--- src/rtl/tlca_pkg.sv ---
package tlca_pkg;

  localparam int MAX_NODES = 1024;
  localparam int NODE_W    = 10;
  localparam int CNT_W     = 11;
  localparam int EDGE_CAP  = 2 * (MAX_NODES - 1);
  localparam int EDGE_AW   = $clog2(EDGE_CAP);
  localparam int DIST_W    = 26;
  localparam int K_W       = 12;
  localparam int KX_W      = 14;
  localparam int OP_W      = 3;
  localparam int WIN_W     = 16;
  localparam int CFG_AW    = 2;
  localparam int ST_W      = 5;

  localparam logic [OP_W-1:0] OP_ADD   = 3'd0;
  localparam logic [OP_W-1:0] OP_BUILD = 3'd1;
  localparam logic [OP_W-1:0] OP_LCA   = 3'd2;
  localparam logic [OP_W-1:0] OP_DIST  = 3'd3;
  localparam logic [OP_W-1:0] OP_ANC   = 3'd4;
  localparam logic [OP_W-1:0] OP_KTH   = 3'd5;

  localparam logic [1:0] STAT_OK      = 2'd0;
  localparam logic [1:0] STAT_FULL    = 2'd1;
  localparam logic [1:0] STAT_NOBUILD = 2'd2;

  localparam logic [CFG_AW-1:0] CFG_NODE_COUNT = 2'd0;
  localparam logic [CFG_AW-1:0] CFG_ROOT       = 2'd1;

  // sequencer steps
  localparam logic [ST_W-1:0] S_IDLE  = 5'd0;
  localparam logic [ST_W-1:0] S_DISP  = 5'd1;
  localparam logic [ST_W-1:0] S_EDGE  = 5'd2;
  localparam logic [ST_W-1:0] S_CLR   = 5'd3;
  localparam logic [ST_W-1:0] S_ROOT  = 5'd4;
  localparam logic [ST_W-1:0] S_POP   = 5'd5;
  localparam logic [ST_W-1:0] S_POPW  = 5'd6;
  localparam logic [ST_W-1:0] S_UDEP  = 5'd7;
  localparam logic [ST_W-1:0] S_SCAN  = 5'd8;
  localparam logic [ST_W-1:0] S_SCANW = 5'd9;
  localparam logic [ST_W-1:0] S_CHK   = 5'd10;
  localparam logic [ST_W-1:0] S_LFA   = 5'd11;
  localparam logic [ST_W-1:0] S_LFB   = 5'd12;
  localparam logic [ST_W-1:0] S_LFC   = 5'd13;
  localparam logic [ST_W-1:0] S_QA    = 5'd14;
  localparam logic [ST_W-1:0] S_QB    = 5'd15;
  localparam logic [ST_W-1:0] S_M1    = 5'd16;
  localparam logic [ST_W-1:0] S_M1W   = 5'd17;
  localparam logic [ST_W-1:0] S_MCMP  = 5'd18;
  localparam logic [ST_W-1:0] S_M2    = 5'd19;
  localparam logic [ST_W-1:0] S_M2P   = 5'd20;
  localparam logic [ST_W-1:0] S_M2Q   = 5'd21;
  localparam logic [ST_W-1:0] S_F1    = 5'd22;
  localparam logic [ST_W-1:0] S_F2    = 5'd23;
  localparam logic [ST_W-1:0] S_F3    = 5'd24;
  localparam logic [ST_W-1:0] S_MEND  = 5'd25;
  localparam logic [ST_W-1:0] S_KSEL  = 5'd26;
  localparam logic [ST_W-1:0] S_G0    = 5'd27;
  localparam logic [ST_W-1:0] S_GJ    = 5'd28;
  localparam logic [ST_W-1:0] S_GJW   = 5'd29;
  localparam logic [ST_W-1:0] S_GEND  = 5'd30;
  localparam logic [ST_W-1:0] S_DONE  = 5'd31;

  typedef struct packed {
    logic [ST_W-1:0] step;
    logic            accept;
  } tlca_cmd_t;

  typedef struct packed {
    logic [OP_W-1:0] op;
    logic            built;
    logic            in_range;
    logic            u_last;
    logic            sp_zero;
    logic            e_end;
    logic            hit;
    logic            li_last;
    logic            jump;
    logic            i_zero;
    logic            pq_eq;
    logic            up_fail;
  } tlca_sts_t;

endpackage

--- src/rtl/tlca_ctrl.sv ---
module tlca_ctrl import tlca_pkg::*; (
  input  logic      clk_i,
  input  logic      rst_ni,
  input  logic      start_i,
  input  tlca_sts_t sts_i,
  output tlca_cmd_t cmd_o,
  output logic      busy_o,
  output logic      done_o
);

  logic [ST_W-1:0] state_q, state_d;
  logic            query_op;

  assign query_op = (sts_i.op == OP_LCA) || (sts_i.op == OP_DIST) ||
                    (sts_i.op == OP_ANC) || (sts_i.op == OP_KTH);

  always_comb begin
    state_d = state_q;
    case (state_q)
      S_IDLE:  if (start_i) state_d = S_DISP;
      S_DISP: begin
        if (sts_i.op == OP_ADD) state_d = S_EDGE;
        else if (sts_i.op == OP_BUILD) state_d = S_CLR;
        else if (query_op && sts_i.built && sts_i.in_range) state_d = S_QA;
        else state_d = S_DONE;
      end
      S_EDGE:  state_d = S_DONE;
      S_CLR:   if (sts_i.u_last) state_d = S_ROOT;
      S_ROOT:  state_d = S_POP;
      S_POP:   state_d = sts_i.sp_zero ? S_LFA : S_POPW;
      S_POPW:  state_d = S_UDEP;
      S_UDEP:  state_d = S_SCAN;
      S_SCAN:  state_d = sts_i.e_end ? S_POP : S_SCANW;
      S_SCANW: state_d = sts_i.hit ? S_CHK : S_SCAN;
      S_CHK:   state_d = S_SCAN;
      S_LFA:   state_d = S_LFB;
      S_LFB:   state_d = S_LFC;
      S_LFC:   state_d = (sts_i.u_last && sts_i.li_last) ? S_DONE : S_LFA;
      S_QA:    state_d = S_QB;
      S_QB:    state_d = (sts_i.op == OP_ANC) ? S_G0 : S_M1;
      S_M1: begin
        if (sts_i.jump) state_d = S_M1W;
        else if (sts_i.i_zero) state_d = S_MCMP;
      end
      S_M1W:   state_d = sts_i.i_zero ? S_MCMP : S_M1;
      S_MCMP:  state_d = sts_i.pq_eq ? S_MEND : S_M2;
      S_M2:    state_d = S_M2P;
      S_M2P:   state_d = S_M2Q;
      S_M2Q:   state_d = sts_i.i_zero ? S_F1 : S_M2;
      S_F1:    state_d = S_F2;
      S_F2:    state_d = S_F3;
      S_F3:    state_d = S_MEND;
      S_MEND:  state_d = (sts_i.op == OP_KTH) ? S_KSEL : S_DONE;
      S_KSEL:  state_d = S_G0;
      S_G0:    state_d = sts_i.up_fail ? S_DONE : S_GJ;
      S_GJ: begin
        if (sts_i.jump) state_d = S_GJW;
        else if (sts_i.i_zero) state_d = S_GEND;
      end
      S_GJW:   state_d = sts_i.i_zero ? S_GEND : S_GJ;
      S_GEND:  state_d = S_DONE;
      S_DONE:  state_d = S_IDLE;
      default: state_d = S_IDLE;
    endcase
  end

  always_ff @(posedge clk_i or negedge rst_ni) begin
    if (!rst_ni) begin
      state_q <= S_IDLE;
    end else begin
      state_q <= state_d;
    end
  end

  assign cmd_o.step   = state_q;
  assign cmd_o.accept = (state_q == S_IDLE) && start_i;
  assign busy_o       = (state_q != S_IDLE);
  assign done_o       = (state_q == S_DONE);

endmodule

--- config.mk ---
export PLATFORM = sky130hd
export DESIGN_NAME = tlca_ctrl
export DESIGN_NICKNAME = d
export VERILOG_FILES = /design/src/rtl/tlca_pkg.sv /design/src/rtl/tlca_ctrl.sv
export SDC_FILE = /design/constraint.sdc
export NUM_CORES = 1
export LEC_CHECK = 0
export ABC_AREA = 1
export BUFFER_PORTS_ARGS = -buffer_cell sky130_fd_sc_hd__buf_2
export CORE_MARGIN = 3
export CORE_UTILIZATION = 44
export CTS_BUF_LIST = sky130_fd_sc_hd__clkbuf_4
export DETAILED_ROUTE_END_ITERATION = 8
export PLACE_DENSITY = 0.75
export SLEW_MARGIN = 15
export SYNTH_ARGS = -nofsm -noshare
export SYNTH_HDL_FRONTEND = slang
export SYNTH_SLANG_ARGS = --single-unit
--- constraint.sdc ---
create_clock -name clk_i -period 2.6 [get_ports clk_i]
set_input_delay 0.13 -clock clk_i [delete_from_list [all_inputs] [get_ports clk_i]]
set_output_delay 0.13 -clock clk_i [all_outputs]
set_load 0.01 [all_outputs]
### Yosys cells after proc, flatten, opt, wreduce, memory -nomap -nowiden

Cells that the tools add are included.
W data, S select, Z words.

| cells by class | value |
|---|---|
| equal/unequal tests | 40 |
| mux-type cells | 21 |
| reduce and logical (&&, ||, !) cells | 13 |

Operators by type and width:

| cell | number |
|---|---|
| $pmux W5 S30 | 1 |
| $eq A5 B5 Y1 const B | 16 |
| $mux W5 | 10 |
| $eq A5 B4 Y1 const B | 8 |
| $eq A5 B3 Y1 const B | 4 |
| $mux W4 | 4 |
| $eq A5 B2 Y1 const B | 2 |
| $mux W2 | 4 |
| $eq A3 B2 Y1 const B | 2 |
| $eq A3 B3 Y1 const B | 2 |
| $mux W3 | 2 |
| $ne A3 B3 Y1 const B | 2 |
| $eq A5 B1 Y1 const B | 1 |
| $logic_not A5 Y1 | 1 |
| $reduce_bool A5 Y1 | 1 |
| $logic_and A1 B1 Y1 | 4 |
| $ne A2 B2 Y1 const B | 2 |
| $reduce_and A4 Y1 | 1 |
| $reduce_or A2 Y1 | 2 |
| $eq A3 B1 Y1 const B | 1 |
| $logic_not A3 Y1 | 1 |
| $logic_or A1 B1 Y1 | 3 |

| word-level totals | value |
|---|---|
| bits in registers | 5 |
| input port bits | 17 |
| output and inout port bits | 8 |
| logic and storage cells | 75 |

### Depth between registers and ports, before layout

Gate-level depths: netlist of the first run.

| logic depth | value |
|---|---|
| depth after elaboration | 10 |
| gate-level depth with buffers | 11 |
| gate-level depth less buffers | 11 |

### Worst setup path before layout of the first run

Ideal clock, no wire load.

| timing path | value |
|---|---|
| path type | register to register |
| start point | register state_q[0] |
| end point | register state_q[0] |
| setup time | 113 ps |
| data arrival time | 1,317 ps |
| data required time | 2,487 ps |
| setup slack | 1,170 ps |
| cell stages (with the launch flop) | 11 |
| buffers on the path | 0 |
| clock period less this slack | 1,430 ps |
| cells stage by stage | dfrtp_1 -> inv_1 -> or2_0 -> nand2_1 -> nand2_1 -> nor2_1 -> nand2_1 -> nor2_1 -> nand3_1 -> nand2_1 -> inv_1 |

| between the ends | value |
|---|---|
| longest elaborated chain between the ends | 3 |
| elaborated cells between the ends (all ways) | 40 |
| those cells by class | 35 x eq/ne; 1 x mux; 4 x reduce/logical |

RTL lines:

| what | RTL line | text |
|---|---|---|
| start, declared | tlca_ctrl.sv:11 | `logic [ST_W-1:0] state_q, state_d;` |
| start signal, assigned | tlca_ctrl.sv:71 | `state_q <= state_d;` |
| $eq A5 B5 Y1 (tied with other cells) | tlca_ctrl.sv:19 | `case (state_q)` |
| $reduce_or A2 Y1 (no line) (tied with other cells) | n/a |  |
| $pmux W5 S30 / $reduce_and A4 Y1 (equally long branches) | n/a |  |

Several ways; a longest one is shown, not always the timed one.
A chain may end at the register's enable or synchronous reset.

==> run metrics, run 1 <==
multiplexer share of the synthesized area 0; worst hold path type in2reg; Via Count about 1100; drt via density 5.49; vias in the first global route 944; CTS Sinks 5; sequential-to-total area share from yosys stat 0.161; largest family of logic cells by synthesized area simple AND/OR/NAND/NOR gates; Crit. End Element output pin; Worst R2R End state_q[1]; metal2 WL 1.18 mm; Max-Cap Viols 0; utilization after layout 0.605; min Tclk post-route approximately 1.9 ns; biggest regs state_q x5; most frequent CP cell nor2_1; max FFs per register 5; ys async rst share 1.00; Post-DRT Antenna Nets 0; clock buffer count from CTS 3; post-synth net total between 150 and 200; largest stage delay on the critical path 0.44 ns; r2r worst-path depth 8; hold path endpoint state_q[1]; Yosys top cell area share 0.226; Tot Pwr between 1 and 1.5 mW; Residual DRC 0; r2r setup slk 0.86 ns; Synthesis Warnings 0; Area Growth Syn to Fin 23.8%; leakage 0.555 nW; cell family with the largest share of critical-path delay simple AND/OR/NAND/NOR gates; CP bufs+invs 2; total track usage 0.245; Post-Synth Adder-Cell Area 0; share of post-route cells with drive strength above 1 0.176; Clock H-tree levels 1; Die X 48.1 µm; Yosys cell types 18; Max VDD drop 0.539 mV; leading area contributor after synthesis nand2_1; RePlAce Congestion a little under 1; PortBufs 24; final critical-path share of the clock period 0.734; Post-Route WL between 2 and 3 mm; final setup vio count 0; CP Data Required Time ~2.5 ns; Worst path slowest cell dfrtp_1; die outline area around 2300 µm²; post-synthesis compound-gate area fraction 0.0738; wire length per cell roughly 12 µm; post-CTS setup buffer count 0; die height 48.1 µm; CTS tree built; Min-Delay Path Depth 3; # diodes 0; FP Rows 14; Biggest register state_q; EDFF count, synth 0; first-pass iteration count of the detailed router 4; Startpoint Class flip-flop; DR WL met3 329 µm; Post-Syn Area 779 µm²; Fin Setup TNS 0 ns; largest net degree at the start of global routing 22; Synth area leaders nand2_1, dfrtp_1, nor2_1, nand3_1, inv_1; XOR/XNOR Fraction of Synth Area 0; Setup WS pre-CTS just over 0.9 ns; # fillers about 160; DR iter-0 viols between 50 and 60; dominant register cell in the synthesized netlist dfrtp_1; Post-Synth Simple-Gate Area 0.668; Overflow after GRT 0; run status finished, final reports clean; Max Freq 524 MHz; CP max FO 7; DR top layer met4; I/O Pins 25; Synth Register Bits 5; initial antenna violation count 0; CTS Buffer Depth 2; clk root buf clkbuf_4; Mapped Cells ~160; reg2reg start state_q[2]; wl on met1 992 µm; CP Class reg2out; detailed placement HPWL approximately 2.1 mm; Slew Limit Fails 0; Core Area 1590 µm²; Final Hold Viols 0; RSZ-0062 raised after global routing false; Critical Path AT around 1.8 ns; final setup margin 0.692 ns; Worst-Margin Slew just under 0.4 ns; worst hold margin around 0.20 ns; crit path launch state_q[2]; Clock transition at path regs 0.05 ns; Pwr Density 1130 nW/µm²; Min-Delay Startpoint sts_i[8]; Nets 200; Clock Skews ~0.0078 ns; starting density of the core 0.489; CP Cell Sequence nor2_1 -> nand2_1 -> nor2_1 -> inv_1 -> nor2_1 -> buf_2; syn avg cell area a little over 5 µm²; Worst-Skew Late Latency ~0.24 ns; Worst slew margin 0.736; first-pass GRT wire length about 4 mm
area by class of cell:
cell class	instances	area, µm²	share of cell area
timing repair buffer	26	138	0.143
multi-input combinational	130	578	0.599
sequential	5	125	0.130
inverter	17	63.8	0.0661
clock buffer	4	30.0	0.0311
tap	24	30.0	0.0311
timing repair:
action / in CTS / in global routing
endpoints found under the hold margin: 5 / 0
hold buffers: 1 / 0
resized for setup: 0 / 0
worst max-delay path by stage:
| stage | endpoint | slack [ns] | depth (start not counted) |
|---|---|---|---|
| global route | cmd_o[0] | 0.62 | 6 |
| global placement | state_q[0] | 0.93 | 10 |
| floorplan | state_q[0] | 1.17 | 10 |
| finish | cmd_o[0] | 0.69 | 6 |
| detailed placement | state_q[0] | 0.92 | 9 |
| CTS | cmd_o[0] | 0.73 | 6 |
power by group:
part           total [mW]  internal, mW  switching (mW)
clock               0.101        0.0685          0.0325
sequential          0.190         0.123          0.0662
combinational       0.801         0.253           0.549
total                1.09         0.445           0.647
cells in the mapped netlist (2+ instances only):
| library cell | count |
|---|---|
| dfrtp_1 | 5 |
| inv_1 | 17 |
| o21ai_0 | 5 |
| nand2_1 | 47 |
| a21oi_1 | 5 |
| nand4_1 | 6 |
| nor3_1 | 5 |
| nand3_1 | 22 |
| nor2_1 | 32 |
| clkbuf_1 | 2 |
| nand3b_1 | 2 |
logic make-up (layout without fill, tap and decap cells):
kind of cell,Yosys count,count (layout)
AOI/OAI and AO/OA,11,11
DFF,5,5
buffers and inverters,20,47
and+or+nand+nor,119,119
per-layer routing:
layer | vias up | track usage
met3 | 6 | 0.0221
met2 | 85 | 0.406
met1 | 483 | 0.330
li1 | 557 | -
met5 | - | 0
met4 | 0 | 0.0860
cell usage in the layout (no fill, tap or decap), types with 2 or more instances in the layout:
master	instances
a21oi_1	5
buf_2	24
clkbuf_4	4
dfrtp_1	5
inv_1	17
nand2_1	47
nand3_1	22
nand3b_1	2
nand4_1	6
nor2_1	32
nor3_1	5
o21ai_0	5
stage by stage:
step                      area, µm²  instances
after floorplan                 779        155
after global routing            965        206
after global placement          925        201
final                           965        206
after CTS                       965        206
after detailed placement        925        201
tightest hold or removal path, delay by kind of cell:
kind | cells | cell delay [ns]
buffers and inverters | 1 | 0.08
AND/OR/NAND/NOR | 2 | 0.18
Power figures use the tool's default switching activity.
==> inputs of run 2 (changes only) <==
- PLACE_DENSITY: 0.75 -> 0.77
- clock period: 2.6 -> 1.6 ns (I/O delays scaled with it)
==> run 2 against run 1 <==
  * Critical endpoint is now state_q[1]
  * Final area grew 10%
  * Sequential power grew 82%
  * Worst setup slack lost 0.60 ns
  * Cell count grew 3.9%
  * Die area is the same
  * Critical path depth grew 3
  * First-iteration DRC count grew 31%
  * Sequential share of layout area shrank 0.72 points
==> run metrics, run 2 (same netlist as run 1, synthesis figures left out) <==
Worst path slowest cell dfrtp_2; commonest cells after routing, fill and taps aside nand2_1, nor2_1, buf_2; CP Cell Sequence nor2_4 -> buf_4 -> nand3_1 -> or2_2 -> nand2_1 -> nor2_1 -> nand3_1 -> nand2_1 -> nand2_1; metal2 WL between 1 and 1.5 mm; I/O Pins 25; # diodes 0; commonest non-fill, non-tap cell in the layout nand2_1; Core Area around 1600 µm²; Clock H-tree levels 1; min Tclk post-route roughly 1.5 ns; Tot Pwr 2.06 mW; Fin Setup TNS 0 ns; DR iter-0 viols between 70 and 80; Max Freq approximately 660 MHz; Crit. End Element flip-flop; CP max FO 7; Nets 208; first-pass iteration count of the detailed router 5; biggest regs state_q x5; CTS Sinks 5; DR top layer met4; CTS Buffer Depth 2; FP Rows 14; worst hold path type in2reg; CP Class reg2reg; Clock transition at path regs 0.06 ns; clk root buf clkbuf_4; Residual DRC 0; final setup vio count 0; Critical Path AT 1.69 ns; first-pass GRT wire length 3.89 mm; die outline area ~2300 µm²; Worst slew margin 0.776; DR WL met3 approximately 330 µm; die height 48.1 µm; CP bufs+invs 1; Clock Skews between 0.015 and 0.02 ns; PortBufs 24; Slew Limit Fails 0; Worst-Margin Slew between 0.3 and 0.4 ns; leakage between 0.5 and 0.6 nW; largest stage delay on the critical path roughly 0.45 ns; run status finished, final reports clean; r2r setup slk 0.09 ns; wl on met1 1.04 mm; Overflow after GRT 0; Startpoint Class flip-flop; Final Hold Viols 0; Max VDD drop 1.20 mV; Pwr Density around 1900 nW/µm²; Biggest register state_q; wire length per cell roughly 12 µm; Worst-Skew Late Latency 0.25 ns; clock buffer count from CTS 3; final critical-path share of the clock period 0.944; CTS tree built; starting density of the core 0.489; drt via density ~5.5; initial antenna violation count 0; share of post-route cells with drive strength above 1 0.279; most frequent CP cell nand2_1; Max-Cap Viols 0; vias in the first global route 973; RePlAce Congestion approximately 0.94; max FFs per register 5; Post-DRT Antenna Nets 0; Die X slightly below 50 µm; total track usage 0.236; detailed placement HPWL between 2 and 2.5 mm; Post-Route WL around 2.6 mm; CP Data Required Time around 1.8 ns; largest net degree at the start of global routing 13; cell family with the largest share of critical-path delay simple AND/OR/NAND/NOR gates; Via Count about 1200; Area Growth Syn to Fin 36.3%
==> run 2: changes by cell type in the layout (fill, tap and decap cells not counted), sizes merged <==
cell,before,now
buf,25,33
==> run 2: final timing paths <==
check,startpoint,to,cells past startpoint
max in group asynchronous,rst_ni,state_q[2],2
hold / removal,sts_i[8],state_q[1],3
setup / recovery,state_q[2],state_q[1],9
setup reg to reg,state_q[2],state_q[1],9
hold reg to reg,state_q[1],state_q[2],3
min in group asynchronous,rst_ni,state_q[4],2
==> run 2: power by group <==
group | switching, mW | internal, mW
registers | 0.135 | 0.211
logic | 0.978 | 0.562
clock network | 0.0590 | 0.112
total | 1.17 | 0.885
==> run 2: metal layers <==
metal  up-vias  track usage
met2        74        0.385
li1        575            -
met3        18       0.0701
met4         0       0.0860
met5         -            0
met1       502        0.293
==> run 2: cell type report <==
cell class,count,area [µm²]
clock buffers,4,30.0
fillers,154,532
inverters,17,63.8
multi-input cells,130,611
flip-flops and latches,5,130
well taps,24,30.0
repair buffers,34,198
==> run 2: what timing repair did <==
action,CTS,global route
pin swaps,0,2
endpoints found under the setup margin,1,6
gates resized for setup,1,16
hold buffers,1,0
buffers inserted,0,1
hold endpoints to repair,5,0
==> run 2: worst reg2reg max path, stage by stage (launching register included) <==
cell     delay, ns
dfrtp_2       0.45
nor2_4        0.14
buf_4         0.15
nand3_1       0.11
or2_2         0.28
nand2_1       0.06
nor2_1        0.05
nand3_1       0.09
nand2_1       0.05
nand2_1       0.07
==> run 2: metrics by stage <==
step           setup slack [ns]  instance area (µm²)  hold WS [ns]  instances  utilization
6_report                 0.0889                 1060         0.141        214        0.666
5_1_grt                 -0.0239                 1060         0.147        214        0.666
4_1_cts                  0.0199                 1020         0.149        213        0.641
3_5_place_dp             0.0552                  977       -0.0950        208        0.613
3_3_place_gp             0.0468                  977        -0.103        208        0.613
2_1_floorplan             0.170                  779        -0.216        155            -
